===== src/sv/dhpd_pkg.sv =====
// shared types and constants of the drum hit peak detector
`timescale 1ns / 1ps

package dhpd_pkg;

    // configuration register indexes
    localparam logic [1:0] REG_TRIGGER_LEVEL = 2'd0;
    localparam logic [1:0] REG_RISE_MARGIN   = 2'd1;
    localparam logic [1:0] REG_REARM_PEAKS   = 2'd2;
    localparam logic [1:0] REG_FALL_COUNT    = 2'd3;

    localparam int CFG_INDEX_BITS = 2;
    localparam int CFG_DATA_BITS  = 24;
    localparam int TRIGGER_BITS   = 24;
    localparam int MARGIN_BITS    = 23;
    localparam int REARM_BITS     = 4;
    localparam int FALL_BITS      = 4;

    // reset values: margin is 0.12 V of a 5 V full scale, in counts
    localparam logic signed [TRIGGER_BITS-1:0] TRIGGER_RESET = '0;
    localparam logic [MARGIN_BITS-1:0]         MARGIN_RESET  = 23'd201327;
    localparam logic [REARM_BITS-1:0]          REARM_RESET   = 4'd2;
    localparam logic [FALL_BITS-1:0]           FALL_RESET    = 4'd2;

    typedef struct packed {
        logic signed [TRIGGER_BITS-1:0] trigger_level;
        logic [MARGIN_BITS-1:0]         rise_margin;
        logic [REARM_BITS-1:0]          rearm_peaks;
        logic [FALL_BITS-1:0]           fall_count;
    } dhpd_cfg_t;

    // hit_found in bit 0, follow_peak in bit 1
    typedef struct packed {
        logic follow_peak;
        logic hit_found;
    } dhpd_flags_t;

endpackage


===== src/sv/dhpd_cfg.sv =====
// configuration register file of the drum hit peak detector
`timescale 1ns / 1ps

module dhpd_cfg (
    input  logic                                 aclk,
    input  logic                                 aresetn,
    input  logic                                 cfg_wr_en,
    input  logic [dhpd_pkg::CFG_INDEX_BITS-1:0]  cfg_index,
    input  logic [dhpd_pkg::CFG_DATA_BITS-1:0]   cfg_data,
    output dhpd_pkg::dhpd_cfg_t                  cfg
);
    import dhpd_pkg::*;

    dhpd_cfg_t cfg_reg;

    always_ff @(posedge aclk) begin
        if (!aresetn) begin
            cfg_reg.trigger_level <= TRIGGER_RESET;
            cfg_reg.rise_margin   <= MARGIN_RESET;
            cfg_reg.rearm_peaks   <= REARM_RESET;
            cfg_reg.fall_count    <= FALL_RESET;
        end else if (cfg_wr_en) begin
            unique case (cfg_index)
                REG_TRIGGER_LEVEL: cfg_reg.trigger_level <= cfg_data[TRIGGER_BITS-1:0];
                REG_RISE_MARGIN:   cfg_reg.rise_margin   <= cfg_data[MARGIN_BITS-1:0];
                REG_REARM_PEAKS:   cfg_reg.rearm_peaks   <= cfg_data[REARM_BITS-1:0];
                REG_FALL_COUNT:    cfg_reg.fall_count    <= cfg_data[FALL_BITS-1:0];
            endcase
        end
    end

    assign cfg = cfg_reg;

endmodule


===== src/sv/dhpd_core.sv =====
// peak search state machine: one sample per step, peak result when a search ends
`timescale 1ns / 1ps

module dhpd_core #(
    parameter int SAMPLE_BITS = 24,
    parameter int COUNT_BITS  = 32
) (
    input  logic                          aclk,
    input  logic                          aresetn,
    input  dhpd_pkg::dhpd_cfg_t           cfg,
    input  logic                          step,
    input  logic signed [SAMPLE_BITS-1:0] sample,
    output logic                          res_valid,
    output dhpd_pkg::dhpd_flags_t         res_flags,
    output logic signed [SAMPLE_BITS-1:0] res_level,
    output logic [COUNT_BITS-1:0]         res_index
);
    import dhpd_pkg::*;

    localparam int WIDE_BITS = (SAMPLE_BITS > TRIGGER_BITS) ? SAMPLE_BITS : TRIGGER_BITS;
    localparam int CMP_BITS  = WIDE_BITS + 2;

    typedef enum logic [1:0] {
        PH_IDLE,
        PH_FIRST,
        PH_SEARCH,
        PH_WAIT
    } phase_t;

    phase_t                        phase_reg, phase_next;
    logic signed [SAMPLE_BITS-1:0] max_reg, max_next;
    logic [COUNT_BITS-1:0]         index_reg, index_next;
    logic [FALL_BITS-1:0]          fall_reg, fall_next;
    logic [COUNT_BITS-1:0]         count_reg, count_next;
    logic signed [SAMPLE_BITS-1:0] last_reg, last_next;
    logic [REARM_BITS-1:0]         rearm_reg, rearm_next;

    logic signed [CMP_BITS-1:0] sample_ext, trigger_ext, max_ext, bar_ext;
    logic [FALL_BITS-1:0]       fall_limit, fall_inc;
    logic [REARM_BITS-1:0]      rearm_dec;
    logic                       finish, follow, hit;

    assign sample_ext  = CMP_BITS'(sample);
    assign trigger_ext = CMP_BITS'($signed(cfg.trigger_level));
    assign max_ext     = CMP_BITS'(max_reg);
    // previous peak plus margin, exact in the widened range
    assign bar_ext     = CMP_BITS'(last_reg) + $signed(CMP_BITS'(cfg.rise_margin));

    assign fall_limit = (cfg.fall_count == '0) ? FALL_BITS'(1) : cfg.fall_count;
    assign fall_inc   = fall_reg + FALL_BITS'(1);
    assign follow     = (rearm_reg != '0);
    assign rearm_dec  = follow ? (rearm_reg - REARM_BITS'(1)) : rearm_reg;
    assign hit        = (max_ext > bar_ext) && (rearm_dec == '0);

    always_comb begin
        phase_next = phase_reg;
        max_next   = max_reg;
        index_next = index_reg;
        fall_next  = fall_reg;
        count_next = count_reg + COUNT_BITS'(1);
        last_next  = last_reg;
        rearm_next = rearm_reg;
        finish     = 1'b0;
        unique case (phase_reg)
            PH_IDLE: begin
                if (sample_ext > trigger_ext) begin
                    phase_next = PH_FIRST;
                end
            end
            PH_FIRST: begin
                max_next   = sample;
                index_next = count_next;
                fall_next  = '0;
                phase_next = PH_SEARCH;
            end
            PH_SEARCH: begin
                if (sample > max_reg) begin
                    max_next   = sample;
                    index_next = count_next;
                    fall_next  = '0;
                end else if (fall_inc < fall_limit) begin
                    fall_next = fall_inc;
                end else begin
                    finish     = 1'b1;
                    phase_next = PH_WAIT;
                    fall_next  = '0;
                    rearm_next = hit ? cfg.rearm_peaks : rearm_dec;
                    last_next  = max_reg;
                end
            end
            PH_WAIT: begin
                if (sample <= 0) begin
                    phase_next = PH_IDLE;
                end
            end
        endcase
    end

    always_ff @(posedge aclk) begin
        if (!aresetn) begin
            phase_reg <= PH_IDLE;
            max_reg   <= '0;
            index_reg <= '0;
            fall_reg  <= '0;
            count_reg <= '0;
            last_reg  <= '0;
            rearm_reg <= '0;
        end else if (step) begin
            phase_reg <= phase_next;
            max_reg   <= max_next;
            index_reg <= index_next;
            fall_reg  <= fall_next;
            count_reg <= count_next;
            last_reg  <= last_next;
            rearm_reg <= rearm_next;
        end
    end

    assign res_valid             = step && finish;
    assign res_flags.hit_found   = hit;
    assign res_flags.follow_peak = follow;
    assign res_level             = max_reg;
    assign res_index             = index_reg;

endmodule


===== src/sv/drum_hit_peak_detector.sv =====
// top level of the drum hit peak detector: config registers, input stage, peak search core, result register
`timescale 1ns / 1ps

// drum hit peak detector
// takes one signed converter sample per item and reports one result item per
// finished peak. a sample above trigger_level arms a search, the next sample
// starts the running maximum and the search ends after fall_count non-rising
// samples in a row (0 acts as 1). each finished peak is reported: follow_peak
// is set while the re-arm counter was above zero, hit_found when the peak beats
// the previous peak by more than rise_margin with the decremented counter at zero,
// which reloads it from rearm_peaks. after a peak the block waits for a sample at
// or below zero. peak_index is a free running sample count, first sample = 1.
// throughput: one item per clock, sustained while results are taken. the
// sample that ends a peak is loaded into the input register; stepping it
// advances the state and loads the result register, and it is stepped only
// once the result register is free. the input side stalls while a result
// waits untaken and the input register is full, whether or not the held
// sample ends another peak.
// configuration: write cfg_data to register cfg_index with cfg_wr_en, only
// while no item is in flight (0 trigger_level, 1 rise_margin, 2 rearm_peaks,
// 3 fall_count).
module drum_hit_peak_detector #(
    parameter int SAMPLE_BITS = 24,
    parameter int COUNT_BITS  = 32
) (
    input  logic                                aclk,
    input  logic                                aresetn,
    // configuration write port
    input  logic                                cfg_wr_en,
    input  logic [dhpd_pkg::CFG_INDEX_BITS-1:0] cfg_index,
    input  logic [dhpd_pkg::CFG_DATA_BITS-1:0]  cfg_data,
    // sample items
    input  logic                                s_axis_tvalid,
    output logic                                s_axis_tready,
    // tdata: sample_code
    input  logic [((SAMPLE_BITS+7)/8)*8-1:0]    s_axis_tdata,
    // peak result items
    output logic                                m_axis_tvalid,
    input  logic                                m_axis_tready,
    // tdata: peak_level, peak_index
    output logic [((SAMPLE_BITS+COUNT_BITS+7)/8)*8-1:0] m_axis_tdata,
    // tuser: hit_found, follow_peak
    output logic [1:0]                          m_axis_tuser
);
    import dhpd_pkg::*;

    localparam int OUT_TDATA_BITS = ((SAMPLE_BITS + COUNT_BITS + 7) / 8) * 8;

    dhpd_cfg_t cfg;

    // input register
    logic                          in_valid_reg, in_valid_next;
    logic signed [SAMPLE_BITS-1:0] sample_reg;

    // result register
    logic                          out_valid_reg, out_valid_next;
    dhpd_flags_t                   flags_reg;
    logic signed [SAMPLE_BITS-1:0] level_reg;
    logic [COUNT_BITS-1:0]         index_reg;

    // core result of the sample being stepped
    logic                          step;
    logic                          res_valid;
    dhpd_flags_t                   res_flags;
    logic signed [SAMPLE_BITS-1:0] res_level;
    logic [COUNT_BITS-1:0]         res_index;
    logic                          out_free;
    logic                          s_accept;

    dhpd_cfg u_cfg (
        .aclk      (aclk),
        .aresetn   (aresetn),
        .cfg_wr_en (cfg_wr_en),
        .cfg_index (cfg_index),
        .cfg_data  (cfg_data),
        .cfg       (cfg)
    );

    dhpd_core #(
        .SAMPLE_BITS (SAMPLE_BITS),
        .COUNT_BITS  (COUNT_BITS)
    ) u_core (
        .aclk      (aclk),
        .aresetn   (aresetn),
        .cfg       (cfg),
        .step      (step),
        .sample    (sample_reg),
        .res_valid (res_valid),
        .res_flags (res_flags),
        .res_level (res_level),
        .res_index (res_index)
    );

    // the result register is free when empty or being drained this cycle
    assign out_free      = !out_valid_reg || m_axis_tready;
    // a held sample is stepped once a result, if any, has room to land
    assign step          = in_valid_reg && out_free;
    assign s_axis_tready = !in_valid_reg || step;
    assign s_accept      = s_axis_tvalid && s_axis_tready;

    assign in_valid_next  = s_accept || (in_valid_reg && !step);
    assign out_valid_next = res_valid || (out_valid_reg && !m_axis_tready);

    always_ff @(posedge aclk) begin
        if (!aresetn) begin
            in_valid_reg  <= 1'b0;
            out_valid_reg <= 1'b0;
        end else begin
            in_valid_reg  <= in_valid_next;
            out_valid_reg <= out_valid_next;
        end
    end

    // payload registers, no reset
    always_ff @(posedge aclk) begin
        if (s_accept) begin
            sample_reg <= s_axis_tdata[SAMPLE_BITS-1:0];
        end
        if (res_valid) begin
            flags_reg <= res_flags;
            level_reg <= res_level;
            index_reg <= res_index;
        end
    end

    assign m_axis_tvalid = out_valid_reg;
    assign m_axis_tdata  = OUT_TDATA_BITS'({index_reg, level_reg});
    assign m_axis_tuser  = flags_reg;

endmodule


===== config.mk =====
export PLATFORM = sky130hd
export DESIGN_NAME = drum_hit_peak_detector
export DESIGN_NICKNAME = d
export VERILOG_FILES = /design/src/sv/dhpd_pkg.sv /design/src/sv/dhpd_cfg.sv /design/src/sv/dhpd_core.sv /design/src/sv/drum_hit_peak_detector.sv
export SDC_FILE = /design/constraint.sdc
export NUM_CORES = 1
export LEC_CHECK = 0
export BUFFER_PORTS_ARGS = -buffer_cell sky130_fd_sc_hd__buf_2
export CAP_MARGIN = 20
export CORE_MARGIN = 4
export CORE_UTILIZATION = 60
export CTS_CLUSTER_SIZE = 30
export DETAILED_ROUTE_END_ITERATION = 10
export PLACE_DENSITY_LB_ADDON = 0.05
export SYNTH_ARGS = -nofsm -noshare
export SYNTH_HDL_FRONTEND = slang
export SYNTH_SLANG_ARGS = --single-unit

===== constraint.sdc =====
create_clock -name aclk -period 6 [get_ports aclk]
set_input_delay 1.2 -clock aclk [delete_from_list [all_inputs] [get_ports aclk]]
set_output_delay 1.2 -clock aclk [all_outputs]
set_load 0.005 [all_outputs]

==> implementation parameters <==
Parameter                              Value

Status
  Outcome    complete, no violations

Power
  Cell leakage power    between 6 and 7 nW
  Fraction of power consumed by the clock network    0.437
  Total power per unit cell area    267 nW/um^2
  Sequential power share    0.492
  Switching part of the total    0.228
  PnR Total Power    3.87 mW
  Power dissipated by switching net loads    883 uW
  Max rail drop VDD    0.246 mV
  Internal portion of total power    approximately 3.0 mW
  Comb power frac    0.071

Placement
  HPWL after detailed placement    about 20000 um
  Placed Instance Area    ~14000 um^2
  Setup WS pre-CTS    0.914 ns
  Dpl cells    ~1600
  Routability congestion estimate    roughly 0.88
  Number of buffer cells added on primary ports    between 100 and 150

Hold path
  Beginning of the worst hold path    u_core.res_index[6]
  Type of the most critical hold path    flop to flop

Critical path
  Critical R2R Launch    u_cfg.cfg[8]
  Worst path top cell family by delay    compound AO/OA/AOI/OAI gates
  Endpoint type of the worst setup path    flop
  Critical path's largest stage delay    0.43 ns
  CP Data Required Time    6.41 ns
  Path type of the worst setup path    flop to flop
  Number of buffers and inverters on the critical path    0
  Launching instance or port of the critical path    u_cfg.cfg[8]
  Max FO, Critical Path    6
  Endpoint arrival time on the critical path    between 5 and 6 ns
  Crit path cell chain    ha_1 > fa_1 > a21o_1 > a211oi_2 > o21ai_1 > a31oi_2 > o21ai_1 > o221ai_2 > nor2_1 > a2111oi_2 > o21ai_0 > ha_1 > and3_1 > nand3_1 > or4_1 > o31a_1 > a21oi_2 > a211oi_1 > a2111oi_0
  Flop-to-flop setup slack    0.90 ns
  Cell with the biggest individual delay on the critical path    or4_1
  Startpoint kind of the worst setup timing path    flop

STA
  Final critical-path share of the clock period    0.850
  Worst Slack Setup Final    ~0.90 ns
  Max Transition Viols Final    0
  Setup repair after global routing missed its margin    no
  Count of endpoints failing setup in the final report    0
  Clock skew after layout    approximately 0.0092 ns
  Min Clock Period, post-route    between 5 and 6 ns
  Setup TNS Final    0 ns
  Least-Margin Pin Slew    approximately 0.84 ns
  Final Hold Vio Count    0
  Hold_ws    around 0.43 ns
  Highest clock frequency the design can meet    a little under 200 MHz
  Normalized max-slew margin    0.438

Synthesis
  Largest area contributor in the netlist    dfxtp_1
  Syn Nets    1447
  Syn Area/Cell    about 10 um^2
  EDFF count, synth    82
  Async set-reset flop share out of synthesis    0
  Leading register cell type out of synthesis    dfxtp_1
  Biggest area contributors in the synthesized netlist    dfxtp_1 (28%), edfxtp_1 (19%), ha_1 (10%), mux2i_1 (4.6%), nand2_1 (4.2%)
  Number of library cell types mapped by synthesis    between 60 and 70
  Number of synthesized register bits    261
  Sequential share of the synthesized area    0.472
  Gate count of the mapped netlist    between 1000 and 1500
  Number of synthesis warnings    0
  Mapped cell area    between 10000 and 15000 um^2
  Share of the synthesized area in the top cell type    0.280

Finish
  Non-filler cells, final    between 1500 and 2000
  Commonest cells after routing, fill and taps aside    dfxtp_1 (179), nand2_1 (142), nor2_1 (134)
  End-of-flow core utilization    0.688
  P&R area growth vs syn    12.9%
  Share of layout cells above drive strength 1    0.152
  Most common cell after layout, fill and taps aside    dfxtp_1
  Number of antenna cells inserted    0
  Layout Cell Area excl Fill    14500 um^2
  Number of nets in the layout    about 1500
  Largest register FFs    55

Drt
  Met2 wire length    approximately 14000 um
  Drt pass-1 iters    4
  Average detailed-routed wire length per instance    between 15 and 20 um
  Via density per instance    between 5 and 6
  Routed met3 length    about 1200 um
  Number of DRC violations after detailed routing    0
  Iteration-0 DRC Markers    approximately 550
  Total detailed-routing wirelength    ~28000 um
  Routed metal-1 wire length    12400 um
  Number of nets still failing antenna checks after routing    0
  Total vias in the final route    around 9400
  Uppermost signal routing layer after detailed routing    met4

Global routing
  Wire length of the first global-routing pass    roughly 46000 um
  Via count of the first global-routing pass    9197
  Residual overflow from global routing    0
  Tot GR Track Use    0.237
  Number of antenna violations at the first check in global routing    0
  Largest net degree at the start of global routing    89

Floorplanning
  Area of the core    between 20000 and 25000 um^2
  Top-Level Pins    115
  Die width    154 um
  Die Ht    154 um
  Initial cell density of the core    0.610
  Site row count    53
  Die footprint    around 24000 um^2

Clock network
  CTS sink cnt    261
  Clock latency of the later-clocked register in the worst-skew pair    around 0.53 ns
  Root Buffer Master    clkbuf_16
  Number of hold-repair buffers added at the cts stage    0
  TritonCTS Buffers    27
  Clock tree from TritonCTS    done
  Clock-pin slew on the worst setup and hold paths    0.06 ns
  Number of buffers inserted by post-CTS setup repair    0
  Buffers from clock root to sink, at most    3
  Deepest level of the CTS H-tree    1
  Number of gates given a new drive strength after cts    0

Flow run
  Reported max-cap violation count    0
-- routing by layer --
| layer | track usage | up-vias |
|---|---|---|
| met1 | 0.303 | 4389 |
| li1 | - | 4724 |
| met3 | 0.0324 | 43 |
| met4 | 0.0635 | 0 |
| met5 | 0 | - |
| met2 | 0.423 | 205 |
-- power groups by stage --
stage | Clock [mW] | Combinational, mW | Sequential, mW
6_report | 1.69 | 0.274 | 1.90
5_1_grt | 1.81 | 0.309 | 1.91
4_1_cts | 1.73 | 0.276 | 1.90
3_5_place_dp | 0 | 0.272 | 1.94
3_3_place_gp | 0 | 0.265 | 1.94
2_1_floorplan | 0 | 0.194 | 1.92
-- worst reg2reg max path: cells and delay by family (launching register included) --
| family | cells | cell delay (ns) |
|---|---|---|
| compound gates | 12 | 2.93 |
| fa+ha+maj | 3 | 0.97 |
| flops | 1 | 0.31 |
| simple gates | 4 | 0.75 |
-- cell families (layout without fill, tap and decap cells) --
kind of cell | after synthesis | count (layout) | synth area share
simple gates | 426 | 426 | 0.154
fa+ha+maj | 107 | 107 | 0.105
mux | 60 | 60 | 0.0470
xor+xnor | 78 | 78 | 0.0533
compound gates | 229 | 229 | 0.128
flops | 261 | 261 | 0.472
buf+inv | 124 | 243 | 0.0405
-- synth_stat cells, drive strengths merged, types with 37 or more instances --
cell type and n:
inv 71, xor2 41, ha 106, a21o 38, edfxtp 82, mux2i 59
dfxtp 179, a21oi 84, a211oi 39, clkbuf 40, nor2 135, xnor2 37
nand2 143
-- layout make-up --
| class | count | area (um^2) |
|---|---|---|
| Clock inverter | 17 | 193 |
| Fill cell | 1710 | 6550 |
| Inverter | 71 | 269 |
| Timing Repair Buffer | 122 | 656 |
| Clock buffer | 33 | 708 |
| Tap cell | 275 | 344 |
| Sequential cell | 261 | 6050 |
| Multi-Input combinational cell | 900 | 6260 |
-- final timing paths --
check | cells after the start | end
worst min register to register | 0 | index_reg[6]
worst max register to register | 19 | u_core.rearm_reg[1]
worst min-delay path | 0 | index_reg[6]
worst max-delay path | 19 | u_core.rearm_reg[1]
Note: power is estimated with default switching activity, not from simulation.
